`src/tmf_ram.sv`:
```
// Generic single-write, single-read RAM with a registered read port.
// Depends on nothing; a read at the address being written returns the old data.
module tmf_ram #(
  parameter int WIDTH = 8,
  parameter int DEPTH = 16
) (
  input  logic                     clk,
  input  logic                     wr_en,
  input  logic [$clog2(DEPTH)-1:0] wr_addr,
  input  logic [WIDTH-1:0]         wr_data,
  input  logic                     rd_en,
  input  logic [$clog2(DEPTH)-1:0] rd_addr,
  output logic [WIDTH-1:0]         rd_data
);

  logic [WIDTH-1:0] mem_r [DEPTH];
  logic [WIDTH-1:0] rd_data_r;

  always_ff @(posedge clk) begin
    if (wr_en) begin
      mem_r[wr_addr] <= wr_data;
    end
    if (rd_en) begin
      rd_data_r <= mem_r[rd_addr];
    end
  end

  assign rd_data = rd_data_r;

endmodule

```
`config.mk`:
```
export PLATFORM = sky130hd
export DESIGN_NAME = tmf_ram
export DESIGN_NICKNAME = d
export VERILOG_FILES = /design/src/tmf_ram.sv
export SDC_FILE = /design/constraint.sdc
export NUM_CORES = 1
export LEC_CHECK = 0
export ABC_AREA = 1
export BUFFER_PORTS_ARGS = -buffer_cell sky130_fd_sc_hd__buf_2
export CELL_PAD_IN_SITES_DETAIL_PLACEMENT = 1
export CELL_PAD_IN_SITES_GLOBAL_PLACEMENT = 2
export CORE_MARGIN = 4
export CORE_UTILIZATION = 41
export CTS_BUF_LIST = sky130_fd_sc_hd__clkbuf_16
export CTS_CLUSTER_SIZE = 24
export DETAILED_ROUTE_END_ITERATION = 10
export PLACE_DENSITY = 0.82
export SLEW_MARGIN = 20
export SYNTH_ARGS = -nofsm -noshare
export SYNTH_HDL_FRONTEND = slang
export SYNTH_SLANG_ARGS = --single-unit
```
`constraint.sdc`:
```
create_clock -name clk -period 4.24 [get_ports clk]
set_clock_uncertainty 0.2 [all_clocks]
set_input_delay 1.272 -clock clk [delete_from_list [all_inputs] [get_ports clk]]
set_output_delay 1.272 -clock clk [all_outputs]
set_load 0.01 [all_outputs]
```
==> key figures <==
Routing
  – Vias per cell: between 4 and 5
  – DRT Pass-1 Iters: 5
  – DR vias: 3833
  – DR iter-0 viols: 314
  – Final WL: 14600 µm
  – Wirelength per Cell: 18.9 µm
  – DRC Markers: 0
  – Final ANT Viol Nets: 0

Placed design
  – Post-DP Area: just over 6000 µm²
  – Detail Placement HPWL: 9010 µm
  – Gpl congestion: 0.799
  – Port Buf Inserts: 26

GRT
  – Total gr overflow: 0
  – First-pass GRT wire length: about 23000 µm
  – Vias in the first global route: 4036
  – GR Util All Layers: 19.3%
  – Initial antenna violation count: 0
  – Pin count of the biggest net entering global routing: 65

Outcome
  – Status: finished clean

Power
  – Peak supply drop: 239 µV
  – Comb power frac: 5.9%
  – Pwr Density: 468 nW/µm²
  – Switching Fraction: about 22%
  – NetSw: 0.697 mW
  – Pleak: 2.83 nW
  – Seq pwr share: 49.0%
  – Clk pwr share: 45.1%
  – Cell Int Power: ~2.4 mW

Setup path
  – Crit path DAT: 2580 ps
  – Crit path max-delay family: buffers and inverters
  – Most used cell along the critical path: nand3_1
  – CP Capture Type: flop
  – Slowest CP cell: buf_4
  – Data required, critical path: 4210 ps
  – Worst-path maximum fanout: 64
  – Buf/Inv on CP: 2
  – Critical-path cell list: buf_2 > buf_4 > nand2_1 > nand3_1 > nand3_1 > nand3_1 > nand2_1
  – CP Launch Type: input pin
  – Biggest cell delay along the critical path: ~560 ps
  – Crit path kind: input pin to flop

STA
  – Max Transition Viols Final: 0
  – Relative slew slack: 33.7%
  – FMAX: 383 MHz
  – Fin Hold WS: about 570 ps
  – Final setup viols: 0
  – Period utilisation layout: 61.6%
  – TNS Setup: 0 ps
  – Minimum clock period: approximately 2600 ps
  – Final hold viol count: 0
  – RSZ-0062 raised after global routing: false
  – Worst Tran Pin Value: 990 ps

Job
  – Max-cap check violation count: 0

Hold path
  – Hold Crit Class: flop to flop

Finish
  – Final Cell Area: 6660 µm²
  – Ant diodes: 0
  – Fill cell count: 1534
  – Net total in the final layout: 597
  – Final core occ: 47.8%
  – Area of the multi-input gates: 1210 µm²
  – Sequential cell area: 4080 µm²
  – Area Growth Syn to Fin: 13.8%
  – Layout cells sized above 1: 10.7%

Floorplanning
  – Core Area: 13900 µm²
  – Area of the die: 16200 µm²
  – I/O pins: 27
  – Vert. Die Dim: 127 µm
  – Initial cell density of the core: 42.0%
  – Row count: 43
  – DIE WIDTH: around 130 µm

Synth
  – Yosys cell types: 11
  – Largest family of logic cells by synthesized area: simple AND/OR/NAND/NOR gates
  – Post-synthesis adder-cell area fraction: 0%
  – Compound-cell area share of the yosys netlist: 0%
  – Mux cell area share after synthesis: 0%
  – Yosys top cell by area: edfxtp_1
  – Synth Warn #: 0
  – XOR/XNOR Fraction of Synth Area: 0%
  – Ranking of synthesized cells by area: edfxtp_1 (70%), nand2_1 (11%), nand3_1 (8.3%)
  – Most frequent cell after synthesis: nand2_1
  – Seq/Total Area, Yosys: 69.8%
  – Simple-gate share of the synthesized area: 20.8%
  – Area share of the largest cell type after synthesis: a little over two thirds
  – Post-Syn Instances: 551
  – Post-synth EDFFs: 136
  – Avg Cell Area, Syn: about 11 µm²
  – Async S/R FF share, synth: 0%
  – Post-synth top cells: nand2_1 (173), edfxtp_1 (136), inv_1 (100)
  – Seq cells post-synth: 136
  – Syn nets: 570
  – Mapped Area: 5850 µm²
  – Predominant post-synthesis flop cell: edfxtp_1

Clocking
  – Root Buffer: clkbuf_16
  – CTS tree: yes
  – CTS Buffer Depth: 2
  – CTS Sinks: approximately 140
  – Total CTS buffers: 17
  – Clock Pin Slew Worst Setup and Hold Paths: 60 ps
  – Clock latency on the worst-skew pair: 420 ps
  – H-tree Lvls: 4
  – Hold-fix buffers, CTS: 0
  – Post CTS Setup Buffer Count: 0
  – PostCTS Resize Cnt: 0
[power groups by stage]
| stage | clock network, mW | logic, mW | registers (mW) |
|---|---|---|---|
| after floorplan | 0 | 0.106 | 1.55 |
| after global placement | 0 | 0.180 | 1.55 |
| after detailed placement | 0 | 0.186 | 1.55 |
| after CTS | 1.43 | 0.188 | 1.52 |
| after global routing | 1.49 | 0.207 | 1.53 |
| final | 1.41 | 0.184 | 1.52 |
[worst reg2reg max path: stages, from the launching register on]
cell	delay [ps]
edfxtp_1	380
inv_1	60
nand2_1	40
nand3_1	110
nand3_1	90
nand3_1	170
nand2_1	80
[kinds of logic after synthesis]
logic type             after synthesis
DFF                                136
buffers and inverters              126
and+or+nand+nor                    289
[stage by stage]
step,worst slack (ps),total power [mW],instances
finish,1630,3.11,771
detailed placement,1200,1.74,739
global route,1490,3.23,771
global placement,1200,1.73,739
floorplan,1820,1.66,551
CTS,1640,3.14,771
[state kept, by name (all words and copies together), names as in the netlist]
| name | count |
|---|---|
| mem_r | 128 |
| rd_data | 8 |
[placed cells by master (no fill, tap or decap)]
master	netlist	routed
buf_12	0	1
buf_2	13	26
buf_4	4	5
bufinv_16	0	2
clkbuf_16	0	17
clkinv_1	0	2
clkinv_2	0	4
clkinv_4	0	1
clkinvlp_4	0	5
edfxtp_1	136	136
inv_1	100	101
inv_2	2	2
nand2_1	173	173
nand3_1	97	97
nand3b_1	2	2
nor2_1	17	17
[metal layers]
metal	part of all wire (%)	track usage, %	up-vias
met5	0	0	-
li1	-	-	1834
met3	4.4	3.47	19
met2	46	29.9	101
met4	2.0	7.89	0
met1	47	27.1	1879
[area by class of cell]
cell class              instances  area share (%)
clock buffers                  17            6.39
clock inverters                15            2.07
inverters                     102            5.75
multi-input cells             289            18.2
flip-flops and latches        136            61.4
well taps                     180            3.38
repair buffers                 32            2.82
[path summary, 6_finish.rpt]
path                                    from         end  slack, ps  depth (start not counted)
worst max-delay path              rd_addr[0]  rd_data[0]       1630                          7
worst min-delay path             mem_r[7][2]  rd_data[2]        570                          6
worst max register to register  mem_r[13][3]  rd_data[3]       2850                          6
worst min register to register   mem_r[7][2]  rd_data[2]        570                          6
Note: power is estimated with default switching activity, not from simulation.
