**config.mk**
```make
export PLATFORM = sky130hd
export DESIGN_NAME = tmf_select
export DESIGN_NICKNAME = d
export VERILOG_FILES = /design/src/tmf_pkg.sv /design/src/tmf_select.sv
export SDC_FILE = /design/constraint.sdc
export NUM_CORES = 1
export LEC_CHECK = 0
export BUFFER_PORTS_ARGS = -buffer_cell sky130_fd_sc_hd__buf_2
export CORE_MARGIN = 2
export CORE_UTILIZATION = 56
export DETAILED_ROUTE_END_ITERATION = 6
export GPL_ROUTABILITY_DRIVEN = 1
export PLACE_DENSITY = 0.86
export SETUP_SLACK_MARGIN = 0.5
export SKIP_LAST_GASP = 1
export SLEW_MARGIN = 20
export SYNTH_ARGS = -nofsm -noshare
export SYNTH_HDL_FRONTEND = slang
export SYNTH_SLANG_ARGS = --single-unit
export TNS_END_PERCENT = 1
```
**constraint.sdc**
```tcl
create_clock -name vclk -period 26.4
set_input_delay 5.28 -clock vclk [all_inputs]
set_output_delay 5.28 -clock vclk [all_outputs]
set_load 0.1 [all_outputs]
```
**src/tmf_pkg.sv**
```systemverilog
// Shared constants, payload types and compare functions of the switching median filter.
// Depends on nothing; every file but tmf_ram and the macros header refers to it by scoped names.
package tmf_pkg;

  localparam int MAX_WIDTH  = 2048;
  localparam int IDX_W      = $clog2(MAX_WIDTH);
  localparam int COL_W      = IDX_W;
  localparam int ROW_W      = 17;
  localparam int PIX_W      = 8;
  localparam int FW_W       = 12;
  localparam int FH_W       = 16;
  localparam int THR_W      = 8;
  localparam int WCMP_W     = (IDX_W + 1 > FW_W) ? IDX_W + 1 : FW_W;
  localparam int LINE_W     = 2 * PIX_W;
  localparam int WIN_COLS   = 3;
  localparam int CFG_IDX_W  = 2;
  localparam int CFG_DATA_W = 16;

  localparam logic [FW_W-1:0]  FW_RESET  = FW_W'(640);
  localparam logic [FH_W-1:0]  FH_RESET  = FH_W'(480);
  localparam logic [THR_W-1:0] THR_RESET = '0;

  typedef logic [PIX_W-1:0]  pix_t;
  typedef logic [IDX_W-1:0]  idx_t;
  typedef logic [COL_W-1:0]  col_cnt_t;
  typedef logic [ROW_W-1:0]  row_cnt_t;
  typedef logic [WCMP_W-1:0] wcmp_t;
  typedef logic [LINE_W-1:0] line_t;

  typedef enum logic [CFG_IDX_W-1:0] {
    CFG_FRAME_WIDTH       = 2'd0,
    CFG_FRAME_HEIGHT      = 2'd1,
    CFG_REPLACE_THRESHOLD = 2'd2
  } cfg_reg_t;

  typedef struct packed {
    logic mode;
    pix_t pixel_in;
  } in_item_t;

  typedef struct packed {
    pix_t pixel_out;
    logic last_of_run;
    logic end_of_frame;
  } out_item_t;

  // One window column, top row first.
  typedef struct packed {
    pix_t top;
    pix_t mid;
    pix_t bot;
  } column_t;

  // The same column sorted ascending.
  typedef struct packed {
    pix_t lo;
    pix_t md;
    pix_t hi;
  } triple_t;

  function automatic pix_t min2(input pix_t a, input pix_t b);
    return (a < b) ? a : b;
  endfunction

  function automatic pix_t max2(input pix_t a, input pix_t b);
    return (a > b) ? a : b;
  endfunction

  function automatic pix_t min3(input pix_t a, input pix_t b, input pix_t c);
    return min2(a, min2(b, c));
  endfunction

  function automatic pix_t max3(input pix_t a, input pix_t b, input pix_t c);
    return max2(a, max2(b, c));
  endfunction

  function automatic pix_t med3(input pix_t a, input pix_t b, input pix_t c);
    return max2(min2(a, b), min2(max2(a, b), c));
  endfunction

  function automatic triple_t sort3(input column_t c);
    triple_t t;
    t.lo = min3(c.top, c.mid, c.bot);
    t.md = med3(c.top, c.mid, c.bot);
    t.hi = max3(c.top, c.mid, c.bot);
    return t;
  endfunction

endpackage

```
**src/tmf_select.sv**
```systemverilog
// Merges three sorted columns into the 3x3 median and picks median or center.
// Depends on tmf_pkg for the triple type and the compare functions.
module tmf_select (
  input  tmf_pkg::triple_t           col_a,
  input  tmf_pkg::triple_t           col_b,
  input  tmf_pkg::triple_t           col_c,
  input  tmf_pkg::pix_t              center,
  input  logic [tmf_pkg::THR_W-1:0]  threshold,
  output tmf_pkg::pix_t              pix
);

  tmf_pkg::pix_t lo_max;
  tmf_pkg::pix_t md_med;
  tmf_pkg::pix_t hi_min;
  tmf_pkg::pix_t median;
  tmf_pkg::pix_t diff;

  // The median of nine is the median of the largest minimum, the median of
  // medians and the smallest maximum of any three sorted triples.
  always_comb begin
    lo_max = tmf_pkg::max3(col_a.lo, col_b.lo, col_c.lo);
    md_med = tmf_pkg::med3(col_a.md, col_b.md, col_c.md);
    hi_min = tmf_pkg::min3(col_a.hi, col_b.hi, col_c.hi);
    median = tmf_pkg::med3(lo_max, md_med, hi_min);
    diff   = (center > median) ? (center - median) : (median - center);
    pix    = (diff > threshold) ? median : center;
  end

endmodule

```
==> results.ini <==
[job]
max_cap_viol_count=0

[worst_setup_path]
cp_top_family=compound AO/OA/AOI/OAI gates
cp_slowest_stage_delay_ns=0.46
worstPathArrival_ns=19.81
critPathMaxFanout=15
crit_path_frequent_cell=ha_1
path_class=input port to primary output
crit_buf_inv=9
worstPathRequired_ns=21.12
cp-end-kind=primary output
cpMaxStageDelayCell=or3_4
cp-start-kind=input port

[die]
row_count=32
placeableCoreArea_mm2=0.00773
ioPinCount=96
die_area_mm2=0.00870
die_w_um=93.3
die_height_um=93.3
initial_utilization_pct=57.8

[hold_path]
hp-class=input port to primary output

[layout]
drive_above_1_share_pct=23.4
nClkBuffers=0
seq_cell_count=0
fin_cells=816
nNetsFinal=897
area_growth_pct=16.0
seqCellArea_um2=0
n_antenna_cell=0

[placed_design]
placedCellCount=806
dp_hpwl_mm=10.5
place_ws_ns=0.0316
gp_congestion=0.996
portBuffers=96

[timing]
min_period_ns=25.09
slew_headroom_pct=33.0
fmax_mhz=39.9
setup_viol=0
rsz0062_at_grt=yes
finalHoldViolations=0
fin_crit_sh_pct=95.0
worst_pin_slew_ns=1.01
whs_ns=11.00
tns_ns=0
setup_slack_ns=1.31
drv_slew=0

[routing]
via_per_inst=6.14
dr.pass1.iters=7
drt-initial-drc-count=335
drc=0
routedWlPerCell_um=15.1
num_vias=5013
ant_nets=0
routed_wl_mm=12.3

[synthesis]
netlist_instances=622
synth.area.top_cells=ha_1 (26%), mux2i_1 (8.5%), inv_1 (7.4%)
syn-cell-area_mm2=0.00446
synth.distinct_cells=81
syn_nets=803
ys_warn_count=0
syn_area_per_cell_um2=7.18
synth.top_cell.area_share_pct=25.8
synth_seq_area_share_pct=0
yosysTopAreaCell=ha_1

[global_route]
overflow=0
grt_max_degree=16
track_usage_pct=27.3
grt_pass1_vias=4790
grt_pass1_wl_mm=20.4
antenna_found_initial=0

[status]
status=finished clean

[clock_tree]
ctsHoldBuffers=0

## per-stage QoR
step | instance area, um2 | util (%)
floorplan | 4460 | -
global placement | 5000 | 64.8
detailed placement | 5000 | 64.8
CTS | 5030 | 65.1
global route | 5180 | 67.0
finish | 5180 | 67.0
## metal layers
layer / GRT usage (%) / wire [um]
met1: 35.0 / 5250
met2: 49.5 / 6140
met3: 1.37 / 733
met4: 7.23 / 212
met5: 0 / 0
## worst paths after layout
path	slack (ns)	cells after the start	endpoint	from
setup / recovery	1.31	69	pix[7]	col_b[15]
hold / removal	11.00	4	pix[7]	center[7]
## synthesized netlist by cell type (6+ instances only)
| cell | instances |
|---|---|
| a21o_1 | 19 |
| a21oi_1 | 58 |
| a31oi_1 | 6 |
| clkbuf_1 | 11 |
| ha_1 | 92 |
| inv_1 | 88 |
| mux2_2 | 14 |
| mux2i_1 | 38 |
| nand2_1 | 52 |
| nand3_1 | 10 |
| nand4_1 | 14 |
| nor2_1 | 40 |
| nor2b_1 | 8 |
| o21a_1 | 10 |
| o21ai_0 | 40 |
## worst min-delay path: stages
cell and delay (ns):
buf_2 0.11, inv_1 0.04, mux2i_1 0.05, buf_4 0.23
## kinds of logic after synthesis
logic type	Yosys count	synth area share, %
AOI/OAI and AO/OA	202	32.3
adders and majority gates	93	26.2
buffers and inverters	105	9.33
xor gates and xnor gates	6	1.18
and+or+nand+nor	161	17.8
muxes	55	13.2
## area by class of cell
type               count  area, um2
repair buffers       108        591
multi-input cells    517       4130
fillers              654       2550
well taps            102        128
inverters             89        334
## timing repair
item / in CTS / in global routing
pin swaps: 0 / 4
gates cloned: 0 / 0
buffers inserted: 0 / 9
setup endpoints to repair: 8 / 8
resized for setup: 4 / 22
## cell usage in the layout (no fill, tap or decap), types with 3 or more instances in the layout
cell type	count
a211oi_1	4
a21o_1	19
a21oi_1	55
a21oi_2	5
a311oi_1	3
a31o_2	5
a31oi_1	5
and2_1	3
and4_1	4
buf_2	88
buf_4	16
clkbuf_4	4
ha_1	92
inv_1	88
mux2_2	14
mux2i_1	38
nand2_1	52
nand2b_1	5
nand3_1	10
nand4_1	14
nor2_1	38
nor2b_1	8
o211ai_2	3
o21a_1	10
o21ai_0	40
o21bai_1	5
or3_1	3
xnor2_1	4
Power is left out: the tool's default activity adds up to more than one toggle a clock period on the data nets, which glitch-free logic cannot reach.
