<file path="src/tmf_pkg.sv">
// Shared constants, payload types and compare functions of the switching median filter.
// Depends on nothing; every file but tmf_ram and the macros header refers to it by scoped names.
package tmf_pkg;

  localparam int MAX_WIDTH  = 2048;
  localparam int IDX_W      = $clog2(MAX_WIDTH);
  localparam int COL_W      = IDX_W;
  localparam int ROW_W      = 17;
  localparam int PIX_W      = 8;
  localparam int FW_W       = 12;
  localparam int FH_W       = 16;
  localparam int THR_W      = 8;
  localparam int WCMP_W     = (IDX_W + 1 > FW_W) ? IDX_W + 1 : FW_W;
  localparam int LINE_W     = 2 * PIX_W;
  localparam int WIN_COLS   = 3;
  localparam int CFG_IDX_W  = 2;
  localparam int CFG_DATA_W = 16;

  localparam logic [FW_W-1:0]  FW_RESET  = FW_W'(640);
  localparam logic [FH_W-1:0]  FH_RESET  = FH_W'(480);
  localparam logic [THR_W-1:0] THR_RESET = '0;

  typedef logic [PIX_W-1:0]  pix_t;
  typedef logic [IDX_W-1:0]  idx_t;
  typedef logic [COL_W-1:0]  col_cnt_t;
  typedef logic [ROW_W-1:0]  row_cnt_t;
  typedef logic [WCMP_W-1:0] wcmp_t;
  typedef logic [LINE_W-1:0] line_t;

  typedef enum logic [CFG_IDX_W-1:0] {
    CFG_FRAME_WIDTH       = 2'd0,
    CFG_FRAME_HEIGHT      = 2'd1,
    CFG_REPLACE_THRESHOLD = 2'd2
  } cfg_reg_t;

  typedef struct packed {
    logic mode;
    pix_t pixel_in;
  } in_item_t;

  typedef struct packed {
    pix_t pixel_out;
    logic last_of_run;
    logic end_of_frame;
  } out_item_t;

  // One window column, top row first.
  typedef struct packed {
    pix_t top;
    pix_t mid;
    pix_t bot;
  } column_t;

  // The same column sorted ascending.
  typedef struct packed {
    pix_t lo;
    pix_t md;
    pix_t hi;
  } triple_t;

  function automatic pix_t min2(input pix_t a, input pix_t b);
    return (a < b) ? a : b;
  endfunction

  function automatic pix_t max2(input pix_t a, input pix_t b);
    return (a > b) ? a : b;
  endfunction

  function automatic pix_t min3(input pix_t a, input pix_t b, input pix_t c);
    return min2(a, min2(b, c));
  endfunction

  function automatic pix_t max3(input pix_t a, input pix_t b, input pix_t c);
    return max2(a, max2(b, c));
  endfunction

  function automatic pix_t med3(input pix_t a, input pix_t b, input pix_t c);
    return max2(min2(a, b), min2(max2(a, b), c));
  endfunction

  function automatic triple_t sort3(input column_t c);
    triple_t t;
    t.lo = min3(c.top, c.mid, c.bot);
    t.md = med3(c.top, c.mid, c.bot);
    t.hi = max3(c.top, c.mid, c.bot);
    return t;
  endfunction

endpackage

</file>
<file path="src/tmf_cell.sv">
// One window column cell: holds a column and its sorted form, hands the column on.
// Depends on tmf_pkg for the column types and the three-input sort.
module tmf_cell (
  input  logic              clk,
  input  logic              rst_n,
  input  logic              en,
  input  tmf_pkg::column_t  in_col,
  output tmf_pkg::column_t  col,
  output tmf_pkg::triple_t  srt
);

  tmf_pkg::column_t col_r;
  tmf_pkg::triple_t srt_r;

  always_ff @(posedge clk) begin
    if (!rst_n) begin
      col_r <= '0;
      srt_r <= '0;
    end else if (en) begin
      col_r <= in_col;
      srt_r <= tmf_pkg::sort3(in_col);
    end
  end

  assign col = col_r;
  assign srt = srt_r;

endmodule

</file>
<file path="config.mk">
export PLATFORM = sky130hd
export DESIGN_NAME = tmf_cell
export DESIGN_NICKNAME = d
export VERILOG_FILES = /design/src/tmf_pkg.sv /design/src/tmf_cell.sv
export SDC_FILE = /design/constraint.sdc
export NUM_CORES = 1
export LEC_CHECK = 0
export BUFFER_PORTS_ARGS = -buffer_cell sky130_fd_sc_hd__buf_2
export CAP_MARGIN = 20
export CORE_MARGIN = 2
export CORE_UTILIZATION = 30
export DETAILED_ROUTE_END_ITERATION = 10
export RECOVER_POWER = 50
export SYNTH_ARGS = -nofsm -noshare
export SYNTH_HDL_FRONTEND = slang
export SYNTH_SLANG_ARGS = --single-unit
</file>
<file path="constraint.sdc">
create_clock -name clk -period 9.3 [get_ports clk]
set_clock_uncertainty 0.05 [all_clocks]
set_input_delay 0.465 -clock clk [delete_from_list [all_inputs] [get_ports clk]]
set_output_delay 0.465 -clock clk [all_outputs]
set_load 0.01 [all_outputs]
</file>
==> flow_summary.yaml, run 1 <==
yosys:
  synthCells: 403
  synth_top_area_share_pct: 26.8
  synth_area_um2: 3580
  synthArstFlopShare_pct: 0
  synth-seq-area-share_pct: 26.8
  synth_area_per_cell_um2: 8.89
  syn_nets: 476
  yosys_register_bits: 48
  synthDistinctLibCells: 42
  yosysWarnings: 0
  synth-edff-count: 0
  synth.area.top_cells: "dfxtp_1, ha_1, mux2i_1, nor2b_1, mux2_2"
  yosysTopAreaCell: "dfxtp_1"
  synthFlopType: "dfxtp_1"
worst_hold_path:
  hp-class: "reg2reg"
  min_from: "srt[23]$_SDFFE_PN0P_"
  holdPathStages: 2
  min_to: "srt[23]$_SDFFE_PN0P_"
die:
  rows: 39
  die_h_um: 113
  ios: 75
  die-area_um2: 12800
  initial_core_util_pct: 31.1
  die-width_um: 113
  core_um2: 11500
clock_tree:
  clk_pin_slew_ns: 0.07
  cts_buffers: 5
  cts-resized-gates: 0
  clock_latency_ns: 0.29
  post_cts_buffers: 0
  cts.htree.levels: 2
  clockBufferDepth: 2
  ctsHoldBuffers: 0
  root_buffer: "clkbuf_16"
  cts_tree: "yes"
  cts.sinks: 48
placement:
  portBuffers: 74
  gp_congestion: 0.892
  dp_cells: 604
  place_area_um2: 4020
  dp_hpwl_um: 8340
finish:
  n_antenna_cell: 0
  multiInputGateArea_um2: 2440
  drive_above_1_share_pct: 12.1
  fin_nets: 543
  final_area_um2: 4140
  final_cells: 614
  final_util_pct: 36.0
  area.growth.synth_to_final_pct: 15.7
  regArea_um2: 961
  fill_cells: 1226
timing:
  hold_viol: 0
  fmax_mhz: 178
  rsz0062_at_grt: "no"
  setup_violations: 0
  period_minus_slack_ns: 5.61
  relSlewSlack_pct: 35.5
  setup_tns_ns: 0
  slew_viol_final: 0
  tightest_slew_ns: 0.968
  fin_crit_sh_pct: 60.3
power_and_ir_drop:
  p_leak_nw: 1.88
  power.density_nw_per_um2: 164
  peakVddDrop_mv: 0.0489
critical_path:
  r2r-end: "srt[8]$_SDFFE_PN0P_"
  rr_worst_depth: 3
  critPathMaxFanout: 9
  start_kind: "primary input"
  crit_arrival_ns: 5.75
  cp-end-kind: "flop"
  required_ns: 9.44
  path_class: "in2reg"
  r2r_start: "srt[8]$_SDFFE_PN0P_"
  r2r_setup_slack_ns: 8.50
run_status:
  violations: "DRC"
  run_status: "complete, but fails checks"
route:
  antenna_left: 0
  drt_wl_total_um: 11000
  drc: 6
  drt_iter0_drc: 167
  drt_first_pass_iters: 8
  via_per_inst: 5.31
  vias: 3261
  wire_per_inst_um: 17.9
job:
  drv_cap: 0
grt:
  grt_pass1_wl_um: 17600
  grt_max_degree: 44
  grt.overflow.total: 0
  antenna_found_initial: 0
  track_usage_pct: 17.6
  grt_pass1_vias: 3288
==> through the flow <==
step	total power, mW	setup WS, ns	hold WS, ns
after floorplan	0.408	4.28	0.440
after global placement	0.476	3.68	0.409
after detailed placement	0.482	3.50	0.409
after CTS	0.690	3.80	0.422
after global routing	0.724	3.27	0.439
final	0.679	3.69	0.420
==> cells in the mapped netlist, types with 2 or more instances <==
| master | instances |
|---|---|
| a21oi_1 | 28 |
| nor2b_1 | 30 |
| o211a_1 | 2 |
| buf_1 | 2 |
| mux2i_1 | 42 |
| buf_4 | 2 |
| nand2_1 | 22 |
| nand2b_1 | 9 |
| nand3_1 | 13 |
| nor2_2 | 2 |
| a22oi_1 | 8 |
| o21ai_0 | 23 |
| dfxtp_1 | 48 |
| and3_1 | 12 |
| a211oi_1 | 2 |
| a21o_1 | 5 |
| inv_1 | 19 |
| nand3b_1 | 8 |
| clkbuf_1 | 6 |
| ha_1 | 46 |
| and2_1 | 8 |
| o211ai_1 | 9 |
| nor2_1 | 12 |
| o21a_1 | 4 |
| buf_6 | 5 |
| mux2_2 | 14 |
| a21oi_2 | 2 |
| nand4_1 | 6 |
==> cell type report <==
type                            count  area share (%)
Tap cell                          143            4.32
Inverter                           19            1.72
Sequential cell                    48            23.2
Multi-Input combinational cell    320            59.0
Clock buffer                        6            3.11
Timing Repair Buffer               76            7.85
Clock inverter                      2           0.846
==> worst max-delay path, cell delays in order <==
cell      delay, ns
buf_2          0.18
inv_1          0.08
ha_1           0.30
nor2b_1        0.13
o211ai_1       0.22
a21oi_1        0.14
nor2_2         0.37
mux2_2         0.41
ha_1           0.31
a21oi_1        0.15
a21oi_1        0.08
nor3_1         0.43
and3_1         0.24
a211o_1        0.35
mux2i_1        0.30
ha_1           0.28
a21o_1         0.18
a21oi_1        0.13
a21boi_0       0.10
o31ai_1        0.34
or2_2          0.24
o21ai_0        0.08
a31o_2         0.22
==> power breakdown <==
group / leakage (nW) / switching, mW / internal [mW] / total, mW
registers: 0.396 / 0.0117 / 0.229 / 0.241
logic: 1.40 / 0.137 / 0.0952 / 0.232
clock network: 0.0808 / 0.0797 / 0.127 / 0.206
==> worst max-delay path by stage <==
stage | startpoint | to | cells after the start
after floorplan | in_col[9] | srt[8]$_SDFFE_PN0P_ | 24
after CTS | in_col[9] | srt[8]$_SDFFE_PN0P_ | 23
after global placement | in_col[9] | srt[8]$_SDFFE_PN0P_ | 23
after detailed placement | in_col[9] | srt[8]$_SDFFE_PN0P_ | 23
after global routing | in_col[9] | srt[8]$_SDFFE_PN0P_ | 23
final | in_col[9] | srt[8]$_SDFFE_PN0P_ | 23
==> registers in the layout, indices dropped and copies added (netlist names) <==
register and cells:
col 24, srt 24
==> placed cells by master, fill, tap and decap left out, types with 8 or more instances in the layout <==
cell / instances
mux2i_1: 42
o211ai_1: 9
nor2_1: 12
nand2_1: 22
nand2b_1: 9
inv_1: 19
nand3b_1: 8
buf_2: 26
nand3_1: 13
clkbuf_1: 49
and3_1: 12
and2_1: 8
a22oi_1: 8
dfxtp_1: 48
o21ai_0: 23
ha_1: 46
mux2_2: 14
a21oi_1: 28
nor2b_1: 30
==> cells by family after synthesis <==
group | after synthesis | share of synthesized area [%]
AND/OR/NAND/NOR | 125 | 19.3
AO/OA/AOI/OAI | 93 | 16.7
multiplexers | 56 | 16.1
flip-flops | 48 | 26.8
adder cells (fa/ha/maj) | 46 | 16.1
buffers and inverters | 35 | 4.96
==> routing by layer <==
layer,vias to the layer above,GRT usage (%),share of wire [%]
met5,-,0,0
met4,0,5.04,1.6
met3,13,2.84,6.3
met2,99,29.7,47
met1,1553,23.1,45
li1,1596,-,-
Note: power is estimated with default switching activity, not from simulation.
==> run 2, diff against run 1 <==
--- a/config.mk
+++ b/config.mk
@@ -5,6 +5,7 @@
 export SDC_FILE = /design/constraint.sdc
 export NUM_CORES = 1
 export LEC_CHECK = 0
+export ABC_AREA = 1
 export BUFFER_PORTS_ARGS = -buffer_cell sky130_fd_sc_hd__buf_2
 export CAP_MARGIN = 20
 export CORE_MARGIN = 2
==> constraint.sdc (replaced) <==
create_clock -name clk -period 5.28 [get_ports clk]
set_clock_uncertainty 0.05 [all_clocks]
set_input_delay 0.264 -clock clk [delete_from_list [all_inputs] [get_ports clk]]
set_output_delay 0.264 -clock clk [all_outputs]
set_load 0.01 [all_outputs]
==> run 2 against run 1 <==
The run ends with capacitance limit, slew limit left. Sequential cell count did not move. Core utilization fell by 0.054 points. Final area fell by 2.3%. Non-clock buffer count fell by 1. Register-to-register slack got worse by 4.1 ns. Clock power rose by 98%. Combinational power rose by 110%. Routed wire length barely moved. Die area fell by 4.1%. Count of clock-buffer cells in the layout fell by 1. Total power rose by 93%. Largest cell class unchanged. Largest power group is now combinational logic.
==> flow_summary.yaml, run 2 <==
run_status:
  run_status: "complete, but fails checks"
  violations: "capacitance limit, slew limit"
clock_tree:
  ctsHoldBuffers: 0
  root_buffer: "clkbuf_16"
  clock_latency_ns: 0.29
  cts_buffers: 5
  post_cts_buffers: 0
  cts_tree: "yes"
  cts-resized-gates: 0
  cts.sinks: 48
  cts.htree.levels: 2
  clockBufferDepth: 2
  clk_pin_slew_ns: 0.07
placement:
  dp_cells: 696
  place_area_um2: 3910
  dp_hpwl_um: 8430
  portBuffers: 74
  gp_congestion: 0.921
  dp_slack_ns: 0.501
yosys:
  yosys_register_bits: 48
  yosys-top-cells-count: "nand2_1, a21oi_1, o21ai_0"
  syn_nets: 571
  synthDistinctLibCells: 25
  yosysTopAreaCell: "dfxtp_1"
  synth-seq-area-share_pct: 28.0
  yosysMostFrequentCell: "nand2_1"
  synth_area_um2: 3430
  synth_top_area_share_pct: 28.0
  synthFlopType: "dfxtp_1"
  synth_area_per_cell_um2: 6.89
  yosysWarnings: 0
  synthArstFlopShare_pct: 0
  synth.area.top_cells: "dfxtp_1, ha_1, nand2_1, a21oi_1, o21ai_0"
  synthCells: 498
  synth-edff-count: 0
die:
  die-area_um2: 12300
  die-width_um: 111
  ios: 75
  rows: 39
  core_um2: 11300
  initial_core_util_pct: 30.4
  die_h_um: 111
finish:
  n_antenna_cell: 0
  fin_nets: 633
  most-common-layout-cells: "nand2_1, a21oi_1, o21ai_0, dfxtp_1, ha_1"
  final_common_cell: "nand2_1"
  drive_above_1_share_pct: 12.9
  final_cells: 703
  area.growth.synth_to_final_pct: 18.1
  final_area_um2: 4050
timing:
  period_minus_slack_ns: 4.57
  fin_crit_sh_pct: 86.5
  slew_viol_final: 66
  hold_viol: 0
  fmax_mhz: 219
  setup_violations: 0
  relSlewSlack_pct: -65.2
  setup_tns_ns: 0
  setup_slack_ns: 0.715
  tightest_slew_ns: 2.48
  rsz0062_at_grt: "no"
  hold_slack_ns: 0.261
critical_path:
  required_ns: 5.37
  start_kind: "primary input"
  cp-end-kind: "flop"
  path_class: "in2reg"
  critPathMaxFanout: 18
  crit_arrival_ns: 4.65
  rr_worst_depth: 2
route:
  drt_wl_total_um: 11000
  antenna_left: 0
  drt_first_pass_iters: 5
  vias: 3626
  wire_per_inst_um: 15.7
  via_per_inst: 5.16
  drt_iter0_drc: 239
  drc: 0
grt:
  track_usage_pct: 17.9
  grt_pass1_vias: 3447
  grt.overflow.total: 0
  grt_pass1_wl_um: 17700
  antenna_found_initial: 0
  grt_max_degree: 66
worst_hold_path:
  hp-class: "in2reg"
  holdPathStages: 3
power_and_ir_drop:
  power.density_nw_per_um2: 324
  p_leak_nw: 1.91
  peakVddDrop_mv: 0.145
job:
  drv_cap: 1
-- run 2: per-layer routing --
metal | share of wire, % | routed length (um) | GRT usage [%] | up-vias
li1 | - | - | - | 1804
met1 | 46 | 5080 | 25.1 | 1657
met2 | 44 | 4830 | 28.1 | 148
met3 | 8.4 | 922 | 3.77 | 17
met4 | 1.5 | 170 | 4.50 | 0
met5 | 0 | 0 | 0 | -
-- run 2: critical path: stages --
cell and delay, ns:
buf_2 0.19, inv_1 0.09, ha_1 0.30, nand2_1 0.08, nor2_2 0.13, nand2_1 0.10, nand2_4 0.16, nand2_4 0.14
o21ai_0 0.29, ha_1 0.32, a21oi_1 0.13, nor2_1 0.06, a211oi_2 0.50, nand3_1 0.22, and2_1 0.22, ha_1 0.29
nand2_1 0.06, o21ai_0 0.18, nand2_1 0.07, a32oi_1 0.20, inv_1 0.25, nor2_1 0.17, nor2_1 0.05, nand2_1 0.12
a21oi_2 0.05
-- run 2: power breakdown --
group | leakage [nW] | switching [mW] | total (mW) | internal [mW]
Combinational | 1.42 | 0.313 | 0.483 | 0.170
Sequential | 0.398 | 0.0197 | 0.421 | 0.401
Clock | 0.0899 | 0.139 | 0.408 | 0.269
-- run 2: cell families after synthesis --
group,share of synthesized area [%]
AND/OR/NAND/NOR,25.8
flip-flops,28.0
buffers and inverters,6.71
AO/OA/AOI/OAI,22.7
adder cells (fa/ha/maj),16.8
-- run 2: layout make-up --
type | instances | area, um^2
clock buffers | 5 | 125
well taps | 143 | 179
repair buffers | 75 | 335
inverters | 40 | 150
multi-input cells | 390 | 2240
flip-flops and latches | 48 | 961
fillers | 1248 | 7220
clock inverters | 2 | 60.1
-- run 2: stage by stage --
step / power (mW) / util (%)
floorplan: 0.769 / -
global placement: 0.899 / 34.7
detailed placement: 0.912 / 34.7
CTS: 1.32 / 36.3
global route: 1.41 / 35.9
finish: 1.31 / 35.9
-- run 2: final timing paths --
check	slack [ns]	startpoint	end
max	0.71	in_col[15]	srt[13]$_SDFFE_PN0P_
max reg2reg	4.45	col[11]$_SDFFE_PN0P_	col[11]$_SDFFE_PN0P_
min reg2reg	0.41	srt[18]$_SDFFE_PN0P_	srt[18]$_SDFFE_PN0P_
min	0.26	in_col[0]	col[0]$_SDFFE_PN0P_
==> run 3, diff against run 2 <==
--- a/config.mk
+++ b/config.mk
@@ -9,8 +9,9 @@
 export BUFFER_PORTS_ARGS = -buffer_cell sky130_fd_sc_hd__buf_2
 export CAP_MARGIN = 20
 export CORE_MARGIN = 2
-export CORE_UTILIZATION = 30
+export CORE_UTILIZATION = 50
 export DETAILED_ROUTE_END_ITERATION = 10
+export PLACE_DENSITY = 0.74
 export RECOVER_POWER = 50
 export SYNTH_ARGS = -nofsm -noshare
 export SYNTH_HDL_FRONTEND = slang
==> constraint.sdc (replaced) <==
create_clock -name clk -period 5.28 [get_ports clk]
set_clock_uncertainty 0.05 [all_clocks]
set_input_delay 1.056 -clock clk [delete_from_list [all_inputs] [get_ports clk]]
set_output_delay 1.056 -clock clk [all_outputs]
set_load 0.01 [all_outputs]
==> run 3 against run 2 <==
The flow now finishes without violations. Final cell count is 7.7% lower. Register-to-register slack better by 0.06 ns. Sequential cell count stayed put. Core utilization is 24 points higher. Largest power group unchanged. Highest routed layer unchanged.
==> flow_summary.yaml, run 3 (synthesis results as in run 2) <==
run_status:
  run_status: "finished, final reports clean"
placement:
  gp_congestion: 0.950
  dp_cells: 640
  dp_hpwl_um: 7670
  place_area_um2: 3880
  portBuffers: 74
clock_tree:
  clock_latency_ns: 0.31
  clk_pin_slew_ns: 0.09
  cts.htree.levels: 2
  root_buffer: "clkbuf_8"
  cts_buffers: 5
  cts.sinks: 48
  cts_tree: "yes"
  post_cts_buffers: 0
  clockBufferDepth: 2
worst_hold_path:
  hp-class: "reg2reg"
  holdPathStages: 2
power_and_ir_drop:
  p_leak_nw: 1.86
  total_power_mw: 1.22
  power.density_nw_per_um2: 305
  peakVddDrop_mv: 0.131
timing:
  fmax_mhz: 201
  tightest_slew_ns: 0.992
  setup_tns_ns: 0
  relSlewSlack_pct: 33.9
  slew_viol_final: 0
  setup_violations: 0
  period_minus_slack_ns: 4.97
  hold_viol: 0
  fin_crit_sh_pct: 94.1
finish:
  most-common-layout-cells: "nand2_1, a21oi_1, o21ai_0, dfxtp_1, clkbuf_1"
  fin_nets: 641
  final_common_cell: "nand2_1"
  drive_above_1_share_pct: 12.3
  multiInputGateArea_um2: 2280
  final_cells: 649
  fill_cells: 678
  n_antenna_cell: 0
  regArea_um2: 961
  final_area_um2: 3990
  area.growth.synth_to_final_pct: 16.4
grt:
  gr-usage-met3_pct: 4.67
  grt.overflow.total: 0
  busiest_layer: "met2"
  antenna_found_initial: 0
  grt_max_degree: 66
  grt_pass1_vias: 3401
  use_met1_pct: 39.0
  track_usage_pct: 27.7
  grt_pass1_wl_um: 16500
  use_met2_pct: 43.2
die:
  die-width_um: 86.8
  core_um2: 6720
  rows: 30
  initial_core_util_pct: 51.0
  die_h_um: 86.8
  ios: 75
  die-area_um2: 7540
critical_path:
  required_ns: 5.39
  path_class: "in2reg"
  crit_arrival_ns: 5.08
  rr_worst_depth: 2
  start_kind: "primary input"
  critPathMaxFanout: 18
  cp-end-kind: "flop"
route:
  drc: 0
  vias: 3675
  drt_first_pass_iters: 5
  drt_wl_total_um: 10100
  wire_per_inst_um: 15.6
  via_per_inst: 5.66
  antenna_left: 0
  drt_iter0_drc: 246
job:
  drv_cap: 0
[run 3: layer usage]
metal | wire length [um] | vias to the layer above
li1 | - | 1833
met1 | 4550 | 1682
met2 | 4620 | 145
met3 | 738 | 15
met4 | 202 | 0
met5 | 0 | -
[run 3: through the flow]
stage                     worst slack, ns  hold WS (ns)  util [%]
after floorplan                     0.376         0.440         -
after global placement              0.180         0.399      57.7
after detailed placement           0.0608         0.402      57.7
after CTS                           0.364         0.415      59.6
after global routing              -0.0121         0.432      59.4
final                               0.310         0.419      59.4
[run 3: worst paths after layout]
check	from	endpoint	slack (ns)
setup / recovery	in_col[11]	srt[14]$_SDFFE_PN0P_	0.31
hold / removal	srt[16]$_SDFFE_PN0P_	srt[16]$_SDFFE_PN0P_	0.42
setup reg to reg	col[9]$_SDFFE_PN0P_	col[9]$_SDFFE_PN0P_	4.51
hold reg to reg	srt[16]$_SDFFE_PN0P_	srt[16]$_SDFFE_PN0P_	0.42
[run 3: report_power, final]
part | leakage [nW] | total, mW | internal (mW) | switching (mW)
clock | 0.0614 | 0.285 | 0.155 | 0.130
sequential | 0.398 | 0.420 | 0.401 | 0.0191
combinational | 1.40 | 0.512 | 0.181 | 0.331
total | 1.86 | 1.22 | 0.736 | 0.481
[run 3: critical path, cell delays in order]
cell        delay [ns]
buf_2             0.17
inv_1             0.09
ha_1              0.30
nand2_1           0.06
inv_2             0.05
nand2_1           0.05
nand2_1           0.05
nand2_1           0.08
nand2_4           0.19
nand2_8           0.11
o21ai_0           0.29
ha_1              0.32
a21oi_1           0.22
nand2_2           0.10
nand2_4           0.11
nand3_1           0.10
and2_1            0.17
ha_1              0.30
nand2_1           0.11
nor2_4            0.17
nand2_1           0.11
a32oi_4           0.28
clkinvlp_4        0.24
nor2_1            0.12
nor2_1            0.05
nand2_1           0.12
a21oi_2           0.05
[run 3: what timing repair did]
item,in CTS,in global routing
endpoints found under the setup margin,0,8
resized for setup,0,10
hold buffers,0,0
[run 3: cell type report]
cell class,instances,area share [%]
Timing Repair Buffer,82,9.28
Clock buffer,6,2.07
Multi-Input combinational cell,390,57.2
Timing Repair inverter,1,0.188
Sequential cell,48,24.1
Clock inverter,2,0.971
Inverter,40,3.76
Tap cell,80,2.51
